$ cat config.mk
export PLATFORM = sky130hd
export DESIGN_NAME = sample_frame_deframer
export DESIGN_NICKNAME = d
export VERILOG_FILES = /design/src/sv/sfd_pkg.sv /design/src/sv/sample_frame_deframer.sv
export SDC_FILE = /design/constraint.sdc
export NUM_CORES = 1
export LEC_CHECK = 0
export ABC_AREA = 1
export BUFFER_PORTS_ARGS = -buffer_cell sky130_fd_sc_hd__buf_4
export CORE_MARGIN = 2
export CORE_UTILIZATION = 45
export DETAILED_ROUTE_END_ITERATION = 10
export PLACE_DENSITY = 0.7
export SLEW_MARGIN = 10
export SYNTH_ARGS = -nofsm -noshare
export SYNTH_HDL_FRONTEND = slang
export SYNTH_SLANG_ARGS = --single-unit
$ cat constraint.sdc
create_clock -name clk -period 16.9 [get_ports clk]
set_clock_uncertainty 0.2 [all_clocks]
set_input_delay 3.38 -clock clk [delete_from_list [all_inputs] [get_ports clk]]
set_output_delay 3.38 -clock clk [all_outputs]
set_load 0.02 [all_outputs]
$ cat src/sv/sfd_pkg.sv
// Shared types and frame constants of the sample frame deframer.
package sfd_pkg;

    typedef enum logic [1:0] {
        PH_HEADER  = 2'd0,
        PH_PAYLOAD = 2'd1,
        PH_HALT    = 2'd2
    } phase_t;

    typedef enum logic [1:0] {
        KIND_HEADER      = 2'd0,
        KIND_SAMPLE      = 2'd1,
        KIND_PROTO_ERR   = 2'd2,
        KIND_PARAM_ERR   = 2'd3
    } kind_t;

    localparam logic [31:0] FRAME_MAGIC     = 32'h4E41_5344;
    localparam logic [31:0] FRAME_VERSION   = 32'd1;
    localparam logic [5:0]  HEADER_LAST     = 6'd43;
    localparam logic [5:0]  HEADER_KEPT     = 6'd24;
    localparam logic [20:0] POINT_CAP       = 21'd1048576;
    localparam logic [20:0] MAX_POINTS_RST  = 21'd4096;

endpackage

$ cat src/sv/sample_frame_deframer.sv
// Sample frame deframer: header check and 8-byte sample extraction from a byte stream.
//
// The block takes one byte item per clock cycle while in_ready is high: all header,
// counter and sample work is done between the state registers and a single result
// register. A header result is registered when the 44th header byte is accepted and
// appears in the next cycle; a sample result likewise after the eighth byte of the
// sample. Input is taken whenever the result register is empty or is being read in the
// same cycle, so the rate drops below one byte per cycle only while the output side
// holds off a waiting result. After a protocol or parameter error the block keeps
// accepting bytes but drops them until reset.
module sample_frame_deframer
    import sfd_pkg::*;
#(
    parameter int CHANNELS = 16
)
(
    input  logic        clk,
    input  logic        rst_n,
    input  logic        cfg_we,
    input  logic [20:0] cfg_wdata,
    input  logic        in_valid,
    output logic        in_ready,
    input  logic [7:0]  data_byte,
    output logic        out_valid,
    input  logic        out_ready,
    output logic [1:0]  kind,
    output logic [63:0] timestamp_ms,
    output logic [20:0] point_count,
    output logic [3:0]  channel_index,
    output logic [19:0] point_index,
    output logic [63:0] sample_bits,
    output logic        last_of_frame
);

    localparam int CH_W = (CHANNELS > 1) ? $clog2(CHANNELS) : 1;
    localparam logic [CH_W-1:0] CH_LAST = CH_W'(CHANNELS - 1);
    localparam logic [31:0] CH_COUNT = 32'(CHANNELS);

    // Control state
    phase_t          phase_reg, phase_next;
    logic [5:0]      hdr_cnt_reg, hdr_cnt_next;
    logic [2:0]      smp_cnt_reg, smp_cnt_next;
    logic [CH_W-1:0] chan_reg, chan_next;
    logic [19:0]     point_reg, point_next;
    logic [20:0]     frame_pts_reg, frame_pts_next;
    logic [20:0]     max_points_reg;
    logic            out_valid_reg, out_valid_next;

    // Payload state
    logic [191:0]    hdr_reg, hdr_next;
    logic [63:0]     shift_reg, shift_next;

    // Result register
    kind_t           kind_reg, kind_next;
    logic [63:0]     ts_reg, ts_next;
    logic [20:0]     pcount_reg, pcount_next;
    logic [3:0]      chidx_reg, chidx_next;
    logic [19:0]     pidx_reg, pidx_next;
    logic [63:0]     bits_reg, bits_next;
    logic            last_reg, last_next;

    logic            accept;
    logic            emit;
    logic [191:0]    hdr_full;
    logic [31:0]     hdr_magic, hdr_version, hdr_chans, hdr_points;
    logic [20:0]     limit;
    logic            proto_bad, param_bad;
    logic            header_done, sample_done, frame_last;
    logic [63:0]     sample_word;
    logic [20:0]     point_inc;
    logic [CH_W+3:0] chan_ext;

    assign in_ready = !out_valid_reg || out_ready;
    assign accept   = in_valid && in_ready;

    // The header keeps only its first 24 bytes; they enter at the top and move down.
    assign hdr_full = (hdr_cnt_reg < HEADER_KEPT) ? {data_byte, hdr_reg[191:8]} : hdr_reg;
    assign hdr_magic   = hdr_full[31:0];
    assign hdr_version = hdr_full[63:32];
    assign hdr_chans   = hdr_full[95:64];
    assign hdr_points  = hdr_full[127:96];

    assign limit     = (max_points_reg < POINT_CAP) ? max_points_reg : POINT_CAP;
    assign proto_bad = (hdr_magic != FRAME_MAGIC) || (hdr_version != FRAME_VERSION);
    assign param_bad = (hdr_chans != CH_COUNT) || (hdr_points == 32'd0)
                       || (hdr_points > {11'd0, limit});

    assign header_done = accept && (phase_reg == PH_HEADER) && (hdr_cnt_reg == HEADER_LAST);
    assign sample_done = accept && (phase_reg == PH_PAYLOAD) && (smp_cnt_reg == 3'd7);
    assign emit        = header_done || sample_done;

    assign sample_word = {data_byte, shift_reg[63:8]};
    assign point_inc   = {1'b0, point_reg} + 21'd1;
    assign frame_last  = (chan_reg == CH_LAST) && (point_inc >= frame_pts_reg);
    assign chan_ext    = {4'd0, chan_reg};

    // Next phase
    always_comb
    begin
        phase_next = phase_reg;
        if (accept)
        begin
            unique case (phase_reg)
                PH_HEADER:
                begin
                    if (hdr_cnt_reg == HEADER_LAST)
                    begin
                        phase_next = (proto_bad || param_bad) ? PH_HALT : PH_PAYLOAD;
                    end
                end
                PH_PAYLOAD:
                begin
                    if (smp_cnt_reg == 3'd7 && frame_last)
                    begin
                        phase_next = PH_HEADER;
                    end
                end
                default:
                begin
                    phase_next = phase_reg;
                end
            endcase
        end
    end

    // Counters, shift registers and result
    always_comb
    begin
        hdr_cnt_next   = hdr_cnt_reg;
        smp_cnt_next   = smp_cnt_reg;
        chan_next      = chan_reg;
        point_next     = point_reg;
        frame_pts_next = frame_pts_reg;
        hdr_next       = hdr_reg;
        shift_next     = shift_reg;
        out_valid_next = out_valid_reg && !out_ready;
        kind_next      = kind_reg;
        ts_next        = ts_reg;
        pcount_next    = pcount_reg;
        chidx_next     = chidx_reg;
        pidx_next      = pidx_reg;
        bits_next      = bits_reg;
        last_next      = last_reg;

        if (accept && phase_reg == PH_HEADER)
        begin
            hdr_next = hdr_full;
            if (hdr_cnt_reg == HEADER_LAST)
            begin
                hdr_cnt_next = 6'd0;
                kind_next    = proto_bad ? KIND_PROTO_ERR
                             : (param_bad ? KIND_PARAM_ERR : KIND_HEADER);
                ts_next      = 64'd0;
                pcount_next  = 21'd0;
                chidx_next   = 4'd0;
                pidx_next    = 20'd0;
                bits_next    = 64'd0;
                last_next    = 1'b0;
                if (!proto_bad && !param_bad)
                begin
                    ts_next        = hdr_full[191:128];
                    pcount_next    = hdr_points[20:0];
                    frame_pts_next = hdr_points[20:0];
                    chan_next      = '0;
                    point_next     = 20'd0;
                    smp_cnt_next   = 3'd0;
                end
            end
            else
            begin
                hdr_cnt_next = hdr_cnt_reg + 6'd1;
            end
        end

        if (accept && phase_reg == PH_PAYLOAD)
        begin
            shift_next   = sample_word;
            smp_cnt_next = smp_cnt_reg + 3'd1;
            if (smp_cnt_reg == 3'd7)
            begin
                kind_next   = KIND_SAMPLE;
                ts_next     = 64'd0;
                pcount_next = 21'd0;
                chidx_next  = chan_ext[3:0];
                pidx_next   = point_reg;
                bits_next   = sample_word;
                last_next   = frame_last;
                if (frame_last)
                begin
                    hdr_cnt_next = 6'd0;
                    chan_next    = '0;
                    point_next   = 20'd0;
                end
                else if (point_inc >= frame_pts_reg)
                begin
                    point_next = 20'd0;
                    chan_next  = chan_reg + CH_W'(1);
                end
                else
                begin
                    point_next = point_inc[19:0];
                end
            end
        end

        if (emit)
        begin
            out_valid_next = 1'b1;
        end
    end

    always_ff @(posedge clk or negedge rst_n)
    begin
        if (!rst_n)
        begin
            phase_reg      <= PH_HEADER;
            hdr_cnt_reg    <= 6'd0;
            smp_cnt_reg    <= 3'd0;
            chan_reg       <= '0;
            point_reg      <= 20'd0;
            frame_pts_reg  <= 21'd0;
            max_points_reg <= MAX_POINTS_RST;
            out_valid_reg  <= 1'b0;
        end
        else
        begin
            phase_reg      <= phase_next;
            hdr_cnt_reg    <= hdr_cnt_next;
            smp_cnt_reg    <= smp_cnt_next;
            chan_reg       <= chan_next;
            point_reg      <= point_next;
            frame_pts_reg  <= frame_pts_next;
            out_valid_reg  <= out_valid_next;
            if (cfg_we)
            begin
                max_points_reg <= cfg_wdata;
            end
        end
    end

    always_ff @(posedge clk)
    begin
        hdr_reg    <= hdr_next;
        shift_reg  <= shift_next;
        kind_reg   <= kind_next;
        ts_reg     <= ts_next;
        pcount_reg <= pcount_next;
        chidx_reg  <= chidx_next;
        pidx_reg   <= pidx_next;
        bits_reg   <= bits_next;
        last_reg   <= last_next;
    end

    assign out_valid     = out_valid_reg;
    assign kind          = kind_reg;
    assign timestamp_ms  = ts_reg;
    assign point_count   = pcount_reg;
    assign channel_index = chidx_reg;
    assign point_index   = pidx_reg;
    assign sample_bits   = bits_reg;
    assign last_of_frame = last_reg;

    // A halted block must never produce another item.
    assert property (@(posedge clk) disable iff (!rst_n)
        (phase_reg == PH_HALT) |-> !emit)
        else $error("result produced after a header error");

    // Sample assembly restarts cleanly whenever a new header is collected.
    assert property (@(posedge clk) disable iff (!rst_n)
        (phase_reg == PH_HEADER) |-> (smp_cnt_reg == 3'd0))
        else $error("sample byte count not clear in header phase");

    // An accepted header always announces a nonzero point count.
    assert property (@(posedge clk) disable iff (!rst_n)
        (out_valid_reg && kind_reg == KIND_HEADER) |-> (pcount_reg != 21'd0))
        else $error("header item with zero points");

    // The frame end mark only rides on samples.
    assert property (@(posedge clk) disable iff (!rst_n)
        (out_valid_reg && last_reg) |-> (kind_reg == KIND_SAMPLE))
        else $error("last_of_frame on a non-sample item");

endmodule

Yosys cells after proc, flatten, opt, wreduce, memory -nomap -nowiden --
Index checks and enable logic that the tools add are counted.
Word-level totals: flip-flop bits (word level) 510, latch bits 0, RAM bits 0, bits in read-only memories 0, bits of input ports 34, output and inout bits 178, word-level logic and storage cells 124, memories 0
Cells by class: add/subtract/negate cells 4, $mul 0, div/mod/pow operators 0, order comparisons 4, equality and inequality tests 9, shifts and indexed selects 0, mux-type cells 62, bitwise logic cells 0, reduce and logical (&&, ||, !) cells 28
Operators with widths (count):
- $mux W64 | 9
- $mux W20 | 11
- $mux W192 | 1
- $mux W21 | 6
- $mux W4 | 11
- $gt A32 B21 Y1 | 1
- $logic_not A32 Y1 | 1
- $ne A32 B1 Y1 const B | 1
- $ne A32 B31 Y1 const B | 1
- $ne A32 B5 Y1 const B | 1
- $mux W6 | 5
- $add A20 B1 Y21 const B | 1
- $ge A21 B21 Y1 | 1
- $lt A21 B21 Y1 const B | 1
- $mux W2 | 9
- $mux W3 | 4
- $logic_and A1 B1 Y1 | 9
- $reduce_bool A2 Y1 | 4
- $add A6 B1 Y6 const B | 1
- $eq A6 B6 Y1 const B | 1
- $logic_or A1 B1 Y1 | 6
- $lt A6 B5 Y1 const B | 1
- $reduce_and A3 Y1 | 2
- $mux W1 | 5
- other kinds (10) | 14

Longest topological paths before layout --
Gate-level depths: netlist of the first run.
depth after elaboration 14, gate-level depth with buffers 25, gate-level depth less buffers 22

Least setup slack after synthesis of the first run --
Ideal clock, no wire load.
kind input to register, start input port out_ready, end register point_reg[6], arrival time 14069 ps, data required time 16576 ps, path slack 2507 ps, stages 15, cell sequence nor2_1 > inv_1 > nand2_1 > nor2_1 > inv_1 > nor2_1 > inv_1 > nor2_1 > inv_1 > clkbuf_1 > nor2_1 > nand3_2 > nand2_1 > buf_2 > o21ai_1
On the way: word-level cells in the longest chain between the ends 6
Ends and longest elaborated chain:
- start, declared | RTL line sample_frame_deframer.sv:25 | input logic out_ready,
- $logic_or A1 B1 Y1 * | RTL line sample_frame_deframer.sv:73 | assign in_ready = !out_valid_reg || out_ready;
- net in_ready | RTL line sample_frame_deframer.sv:22 | output logic in_ready,
- $logic_and A1 B1 Y1 * | RTL line sample_frame_deframer.sv:74 | assign accept = in_valid && in_ready;
- $logic_and A1 B1 Y1 | RTL line sample_frame_deframer.sv:145 | if (accept && phase_reg == PH_HEADER)
- $mux W20 | RTL line sample_frame_deframer.sv:145
- $mux W20 | RTL line sample_frame_deframer.sv:179 | if (smp_cnt_reg == 3'd7)
- $mux W20 * | RTL line sample_frame_deframer.sv:175 | if (accept && phase_reg == PH_PAYLOAD)
- net point_next[6] | RTL line sample_frame_deframer.sv:44 | logic [19:0] point_reg, point_next;
- end signal, assigned | RTL line sample_frame_deframer.sv:231 | point_reg <= point_next;
- end, declared | RTL line sample_frame_deframer.sv:44
The timed path passes the listed nets; every way through them passes the cells marked *. A chain may end at the register's enable or synchronous reset.

Final worst setup path of the first run --
start input port out_ready, end output port in_ready
On the way: word-level cells in the longest chain between the ends 1
Ends and longest elaborated chain (RTL line):
- $logic_or A1 B1 Y1 | sample_frame_deframer.sv:73
- end, declared | sample_frame_deframer.sv:22
No other way between the ends.

==> impl_results.rst, run 1 <==
.. list-table::
   :header-rows: 1

   * - Metric
     - Value
   * - Via count of the first global-routing pass
     - 15628
   * - Initial Util
     - a little under half
   * - Iteration-0 DRC count of the detailed router
     - 1583
   * - Launch instance of the worst min-delay path
     - shift_reg[12]
   * - Final standard cell utilization of the core
     - about 54%
   * - Synth top area share
     - 34.7%
   * - Setup slack of the worst register-to-register path
     - just over 10 ns
   * - Remaining antenna violation count
     - 0
   * - Arrival time at the worst endpoint
     - approximately 3.8 ns
   * - Power density over cell area
     - roughly 150 mW/mm^2
   * - Number of sinks handled by clock tree synthesis
     - approximately 500
   * - Area delta synth->final
     - 16.8%
   * - Classification of the worst setup path
     - primary input to output pin
   * - Outcome
     - complete, no violations
   * - Count of cells resized by post-cts repair
     - 0
   * - Half-perimeter wire length of the detailed placement result
     - 33500 um
   * - Placed Cells incl. Taps
     - just under 3000
   * - Pin count of the biggest net entering global routing
     - a little under 200
   * - Synth Warn #
     - 0
   * - Mapped Nets
     - between 2000 and 2500
   * - Number of diodes
     - 0
   * - Final clock period utilization by the worst path
     - between 40% and 50%
   * - Boundary pin count
     - between 200 and 250
   * - Share of synthesized area occupied by flip-flops and latches
     - between 60% and 70%
   * - Share of layout cells above drive strength 1
     - a little over an eighth
   * - Most numerous cell on the critical path
     - buf_4
   * - Average wire per standard cell
     - roughly 17 um
   * - Overall Power
     - 0.00383 W
   * - Total GRT Usage
     - between 20 and 25%
   * - First-pass GRT wire length
     - around 80000 um
   * - Reg2Reg Launch Point
     - hdr_cnt_reg[3]
   * - Count of port buffers added during placement
     - 211
   * - Final net count
     - 2510
   * - Number of iterations in the first detailed-routing pass
     - 7
   * - Cell chain of the critical path
     - buf_4 -> nor2_1 -> inv_1 -> buf_4
   * - Die height
     - 222 um
   * - Horizontal die dimension
     - approximately 220 um
   * - Number of setup violations in the final report
     - 0
   * - Critical path's largest stage delay
     - around 0.16 ns
   * - Slowest stage cell on the critical path
     - buf_4
   * - Transition time of the tightest slew-check pin
     - 1.16 ns
   * - Max-Slew Margin vs Limit
     - 22.5%
   * - Synthesized instance count
     - around 2300
   * - Maximum vdd drop
     - between 0.07 and 0.08 mV
   * - Total Neg Setup Slack
     - 0 ns
   * - Count of final max-slew check failures
     - 0
   * - Final weighted congestion of routability-driven global placement
     - about 0.85
   * - Leakage power
     - between 10 and 15 nW
   * - Via count
     - approximately 16000
   * - Average via count per standard cell
     - ~5.3
   * - CTS root buffer
     - clkbuf_16
   * - Global route overflow
     - 0
   * - Insertion delay to the later sink of the worst-skew pair
     - between 0.5 and 0.6 ns
   * - Number of hold-repair buffers added at the cts stage
     - 0
   * - Min-delay worst type
     - register to register
   * - Post-CTS Setup Inserts
     - 0
   * - Launching element type of the critical path
     - primary input
   * - Crit path from
     - out_ready
   * - Core ar.
     - roughly 0.047 mm^2
   * - Final Hold Fails
     - 0
   * - Clock transition time at the flip-flop clock pins of the worst setup and hold paths
     - about 0.060 ns
   * - Initial antenna violation count
     - 0
   * - Post-route DRC
     - 0
   * - Post-synthesis cell type count
     - 40
   * - Library cell with the largest summed area after synthesis
     - edfxtp_1
   * - Critical path endpoint category
     - output pin
   * - Area of the die
     - approximately 0.049 mm^2
   * - Buffer levels on the longest clock path
     - 3
   * - Number of buffers added by the clock tree synthesis step
     - between 50 and 60
   * - Number of rows created at floorplan
     - between 70 and 80
   * - Number of flip-flops under the largest register name
     - between 150 and 200
   * - Mapped Avg Cell Area
     - roughly 9.4 um^2
   * - Max FO, Critical Path
     - 3
   * - Top area cells in the synthesized netlist
     - edfxtp_1 (35%), dfxtp_1 (16%), nand2_1 (9.7%)
   * - Final critical-path required period
     - 7.40 ns
   * - Area of the mapped netlist
     - approximately 0.021 mm^2
   * - Clock H-tree levels
     - 2
   * - Data required time of the worst path
     - ~13 ns
   * - CTS tree
     - built
   * - Final routed wirelength across all metal layers
     - 51400 um
   * - Non-Filler Instances
     - between 3000 and 4000
   * - FF+latch count, synth
     - about 500
   * - Maximum clock frequency
     - approximately 140 MHz
   * - Number of maximum-capacitance violations
     - 0
   * - Setup repair after global routing missed its margin
     - no
power by group:
group	internal (W)	switching (W)	total (W)
sequential	0.00151	0.000112	0.00163
combinational	0.000351	0.000682	0.00103
clock	0.000693	0.000477	0.00117
total	0.00256	0.00127	0.00383
cells by family after synthesis:
group / share of synthesized area, %
compound gates: 8.21
buf+inv: 7.38
simple gates: 19.6
xor+xnor: 0.572
mux: 1.31
flops: 60.3
fa+ha+maj: 2.69
through the flow:
stage | setup WS, ns | hold slack [ns] | cell area (um^2)
floorplan | 2.51 | 0.220 | 21400
global placement | 9.34 | 0.224 | 23300
detailed placement | 9.23 | 0.226 | 23300
CTS | 9.50 | 0.239 | 25000
global route | 9.42 | 0.255 | 25000
finish | 9.50 | 0.237 | 25000
synthesized netlist by cell type:
library cell,count
a211oi_1,2
a21oi_1,145
a31oi_1,3
and2_1,1
buf_1,11
buf_2,29
buf_4,21
buf_6,3
clkbuf_1,66
dfrtp_1,77
dfstp_2,1
dfxtp_1,176
edfxtp_1,248
ha_1,46
inv_1,254
inv_2,1
mux2_2,24
mux2i_1,1
nand2_1,552
nand2_2,1
nand2_4,2
nand3_1,150
nand3_2,1
nand3b_1,2
nand4_1,113
nor2_1,114
nor2_2,2
nor3_1,18
nor3b_1,2
nor4_1,7
o211ai_1,1
o21a_1,3
o21ai_0,165
o21ai_1,24
o21bai_1,2
o221ai_1,1
or2_1,1
or2_2,1
xnor2_1,1
xor2_1,13
final cells by class:
class | count | area, um^2
inverters | 255 | 965
clock inverters | 24 | 255
flip-flops and latches | 502 | 12900
repair buffers | 221 | 1670
clock buffers | 74 | 1500
well taps | 607 | 759
multi-input cells | 1398 | 6970
fillers | 4135 | 21700
per-layer routing:
metal	routed length (um)	global-route usage, %	vias up
met3	3680	4.06	69
met1	22500	27.5	7711
li1	-	-	7964
met4	1150	5.91	0
met2	24000	33.0	495
met5	0	0	-
cells in the final DEF (no fill, tap or decap), types with 2 or more instances in the layout:
cell type / instances
edfxtp_1: 248
nand2_4: 2
mux2_2: 24
a211oi_1: 2
a21oi_1: 145
clkbuf_16: 54
clkinv_2: 9
clkbuf_1: 13
dfrtp_1: 77
o21a_1: 3
xor2_1: 13
nand2_1: 551
nor3b_1: 2
nand3_1: 150
inv_1: 252
a31oi_1: 3
ha_1: 46
o21ai_0: 165
nand3b_1: 2
nor3_1: 18
o21ai_1: 24
nor2_1: 111
clkinvlp_4: 2
nand4_1: 113
o21bai_1: 2
nor4_1: 7
dfxtp_1: 176
clkinv_1: 5
clkbuf_8: 7
buf_4: 220
nor2_4: 4
bufinv_16: 5
inv_6: 3
worst max-delay path, delay by kind of cell:
| family | cells | cell delay (ns) |
|---|---|---|
| buffers and inverters | 3 | 0.34 |
| and+or+nand+nor | 1 | 0.10 |
worst paths after layout:
path | depth (start not counted) | end
hold / removal | 2 | sample_bits[4]
setup reg to reg | 20 | point_reg[19]
min in group asynchronous | 1 | max_points_reg[5]
max in group asynchronous | 1 | out_valid
hold reg to reg | 2 | sample_bits[4]
setup / recovery | 4 | in_ready
(Power assumes the default switching activity.)
==> inputs of run 2 (changes only) <==
--- a/config.mk
+++ b/config.mk
@@ -10,7 +10,7 @@
 export CORE_MARGIN = 2
 export CORE_UTILIZATION = 45
 export DETAILED_ROUTE_END_ITERATION = 10
-export PLACE_DENSITY = 0.7
+export PLACE_DENSITY = 0.73
 export SLEW_MARGIN = 10
 export SYNTH_ARGS = -nofsm -noshare
 export SYNTH_HDL_FRONTEND = slang
==> constraint.sdc (replaced) <==
create_clock -name clk -period 6.8 [get_ports clk]
set_clock_uncertainty 0.2 [all_clocks]
set_input_delay 1.36 -clock clk [delete_from_list [all_inputs] [get_ports clk]]
set_output_delay 1.36 -clock clk [all_outputs]
set_load 0.02 [all_outputs]
==> impl_results.rst, run 2 (synthesis results as in run 1) <==
.. list-table::
   :header-rows: 1

   * - Metric
     - Value
   * - Power density over cell area
     - between 300 and 400 mW/mm^2
   * - Global route overflow
     - 0
   * - Met2 GRT Util
     - roughly a third
   * - Number of sinks handled by clock tree synthesis
     - around 500
   * - Met3 Resource Use GR
     - roughly 4.5%
   * - Final weighted congestion of routability-driven global placement
     - a little over 0.9
   * - Half-perimeter wire length of the detailed placement result
     - approximately 34000 um
   * - Area of the die
     - 0.0494 mm^2
   * - Final routed wirelength across all metal layers
     - about 52000 um
   * - Min-delay worst type
     - register to register
   * - Max FO, Critical Path
     - between 200 and 250
   * - Core ar.
     - 0.0468 mm^2
   * - Highest-count cells in the layout ignoring fill and taps
     - nand2_1 (551), inv_1 (252), edfxtp_1 (248)
   * - Horizontal die dimension
     - 222 um
   * - Outcome
     - complete, no violations
   * - Number of fill cells
     - just over 4000
   * - Maximum clock frequency
     - 200 MHz
   * - Iteration-0 DRC count of the detailed router
     - between 1500 and 2000
   * - Reg2Reg Launch Point
     - hdr_cnt_reg[5]
   * - Count of final max-slew check failures
     - 0
   * - Initial Util
     - a little under half
   * - Number of diodes
     - 0
   * - Die height
     - 222 um
   * - Number of setup violations in the final report
     - 0
   * - Max-Slew Margin vs Limit
     - a little over a fifth
   * - Total Neg Setup Slack
     - 0 ns
   * - Critical path endpoint category
     - register
   * - Via count
     - about 16000
   * - Setup repair after global routing missed its margin
     - no
   * - Launching element type of the critical path
     - register
   * - Count of cells resized by post-cts repair
     - 0
   * - Final clock period utilization by the worst path
     - roughly three quarters
   * - Post-CTS Setup Inserts
     - 0
   * - Most common library cell in the layout ignoring fill and taps
     - nand2_1
   * - Number of iterations in the first detailed-routing pass
     - 5
   * - Maximum vdd drop
     - between 0.2 and 0.25 mV
   * - Classification of the worst setup path
     - register to register
   * - Transition time of the tightest slew-check pin
     - between 1 and 1.5 ns
   * - Global Route met1 Usage
     - 28.8%
   * - Boundary pin count
     - between 200 and 250
   * - Final critical-path required period
     - around 5.0 ns
   * - Number of hold-repair buffers added at the cts stage
     - 0
   * - Final Hold Fails
     - 0
   * - Area of the multi-input gates
     - roughly 0.007 mm^2
   * - Number of flip-flops under the largest register name
     - ~190
   * - Number of rows created at floorplan
     - 79
   * - Clock transition time at the flip-flop clock pins of the worst setup and hold paths
     - about 0.07 ns
   * - First-pass GRT wire length
     - 83000 um
   * - Number of buffers added by the clock tree synthesis step
     - between 50 and 60
   * - Initial antenna violation count
     - 0
   * - Final standard cell utilization of the core
     - approximately 54%
   * - Average via count per standard cell
     - between 5 and 6
   * - Buffer levels on the longest clock path
     - 3
   * - Leakage power
     - roughly 11 nW
   * - Clock H-tree levels
     - 2
   * - Routing layer with the top usage in global route
     - met2
   * - Total GRT Usage
     - 20.7%
   * - Crit path from
     - hdr_cnt_reg[5]
   * - CTS tree
     - built
   * - Post-route DRC
     - 0
   * - Insertion delay to the later sink of the worst-skew pair
     - approximately 0.6 ns
   * - Via count of the first global-routing pass
     - 15632
   * - Share of layout cells above drive strength 1
     - roughly 14%
   * - Remaining antenna violation count
     - 0
   * - Area delta synth->final
     - 17.2%
   * - CTS root buffer
     - clkbuf_16
   * - Arrival time at the worst endpoint
     - about 5.2 ns
   * - Register cell area after layout
     - ~0.013 mm^2
   * - Launch instance of the worst min-delay path
     - shift_reg[47]
   * - Number of maximum-capacitance violations
     - 0
   * - Final net count
     - about 2500
   * - Count of port buffers added during placement
     - approximately 210
   * - Average wire per standard cell
     - about 17 um
   * - Pin count of the biggest net entering global routing
     - 225
   * - Data required time of the worst path
     - between 7 and 8 ns
[run 2: cell count changes in the layout (fill, tap and decap cells not counted), sizes merged]
cell,previous run,this run
bufinv,5,7
clkbuf,74,70
clkinv,15,11
buf,221,222
inv,257,261
[run 2: final cells by class]
type | count | area share [%]
Timing Repair Buffer | 222 | 6.68
Sequential cell | 502 | 51.4
Clock buffer | 70 | 5.90
Multi-Input combinational cell | 1398 | 27.7
Inverter | 255 | 3.84
Clock inverter | 26 | 1.39
Tap cell | 607 | 3.02
[run 2: path summary, 6_finish.rpt]
path / end / slack (ns) / depth (start not counted)
hold / removal: shift_reg[39] / 0.24 / 0
max in group asynchronous: point_reg[6] / 4.98 / 1
setup / recovery: point_reg[18] / 1.80 / 17
min in group asynchronous: max_points_reg[0] / 0.72 / 1
hold reg to reg: shift_reg[39] / 0.24 / 0
setup reg to reg: point_reg[18] / 1.80 / 17
[run 2: per-layer routing]
layer	part of all wire (%)	vias up	routed length [um]
met2	46	505	23900
met4	2.7	0	1390
met5	0	-	0
met1	44	7883	23100
met3	6.8	82	3560
li1	-	7962	-
[run 2: power breakdown]
| part | switching (W) | total, W | internal, W | leakage (nW) |
|---|---|---|---|---|
| Combinational | 0.00169 | 0.00257 | 0.000880 | 5.37 |
| Sequential | 0.000273 | 0.00403 | 0.00376 | 4.67 |
| Clock | 0.00122 | 0.00303 | 0.00181 | 0.897 |
[run 2: stage by stage]
stage | hold slack [ns] | power (W) | setup WS (ns) | instances | instance area [um^2]
after CTS | 0.242 | 0.00970 | 1.83 | 3080 | 25100
after global routing | 0.251 | 0.0102 | 1.22 | 3080 | 25100
after floorplan | 0.220 | 0.00581 | 0.345 | 2285 | 21400
after detailed placement | 0.232 | 0.00665 | 1.85 | 2984 | 23300
after global placement | 0.224 | 0.00654 | 2.00 | 2984 | 23300
final | 0.241 | 0.00963 | 1.80 | 3080 | 25100
[run 2: critical path: stages (launching register included)]
cell      delay [ns]
dfrtp_1         0.39
inv_2           0.39
nand2_8         0.58
o21ai_0         0.50
inv_1           0.14
ha_1            0.33
a21oi_1         0.15
nor2_1          0.05
a211oi_1        0.20
nand2_1         0.12
nand2_1         0.07
nand2_1         0.05
nand2_1         0.05
nand2_1         0.06
nand2_2         0.07
nand3_2         0.44
nand2_1         0.74
o21ai_0         0.19
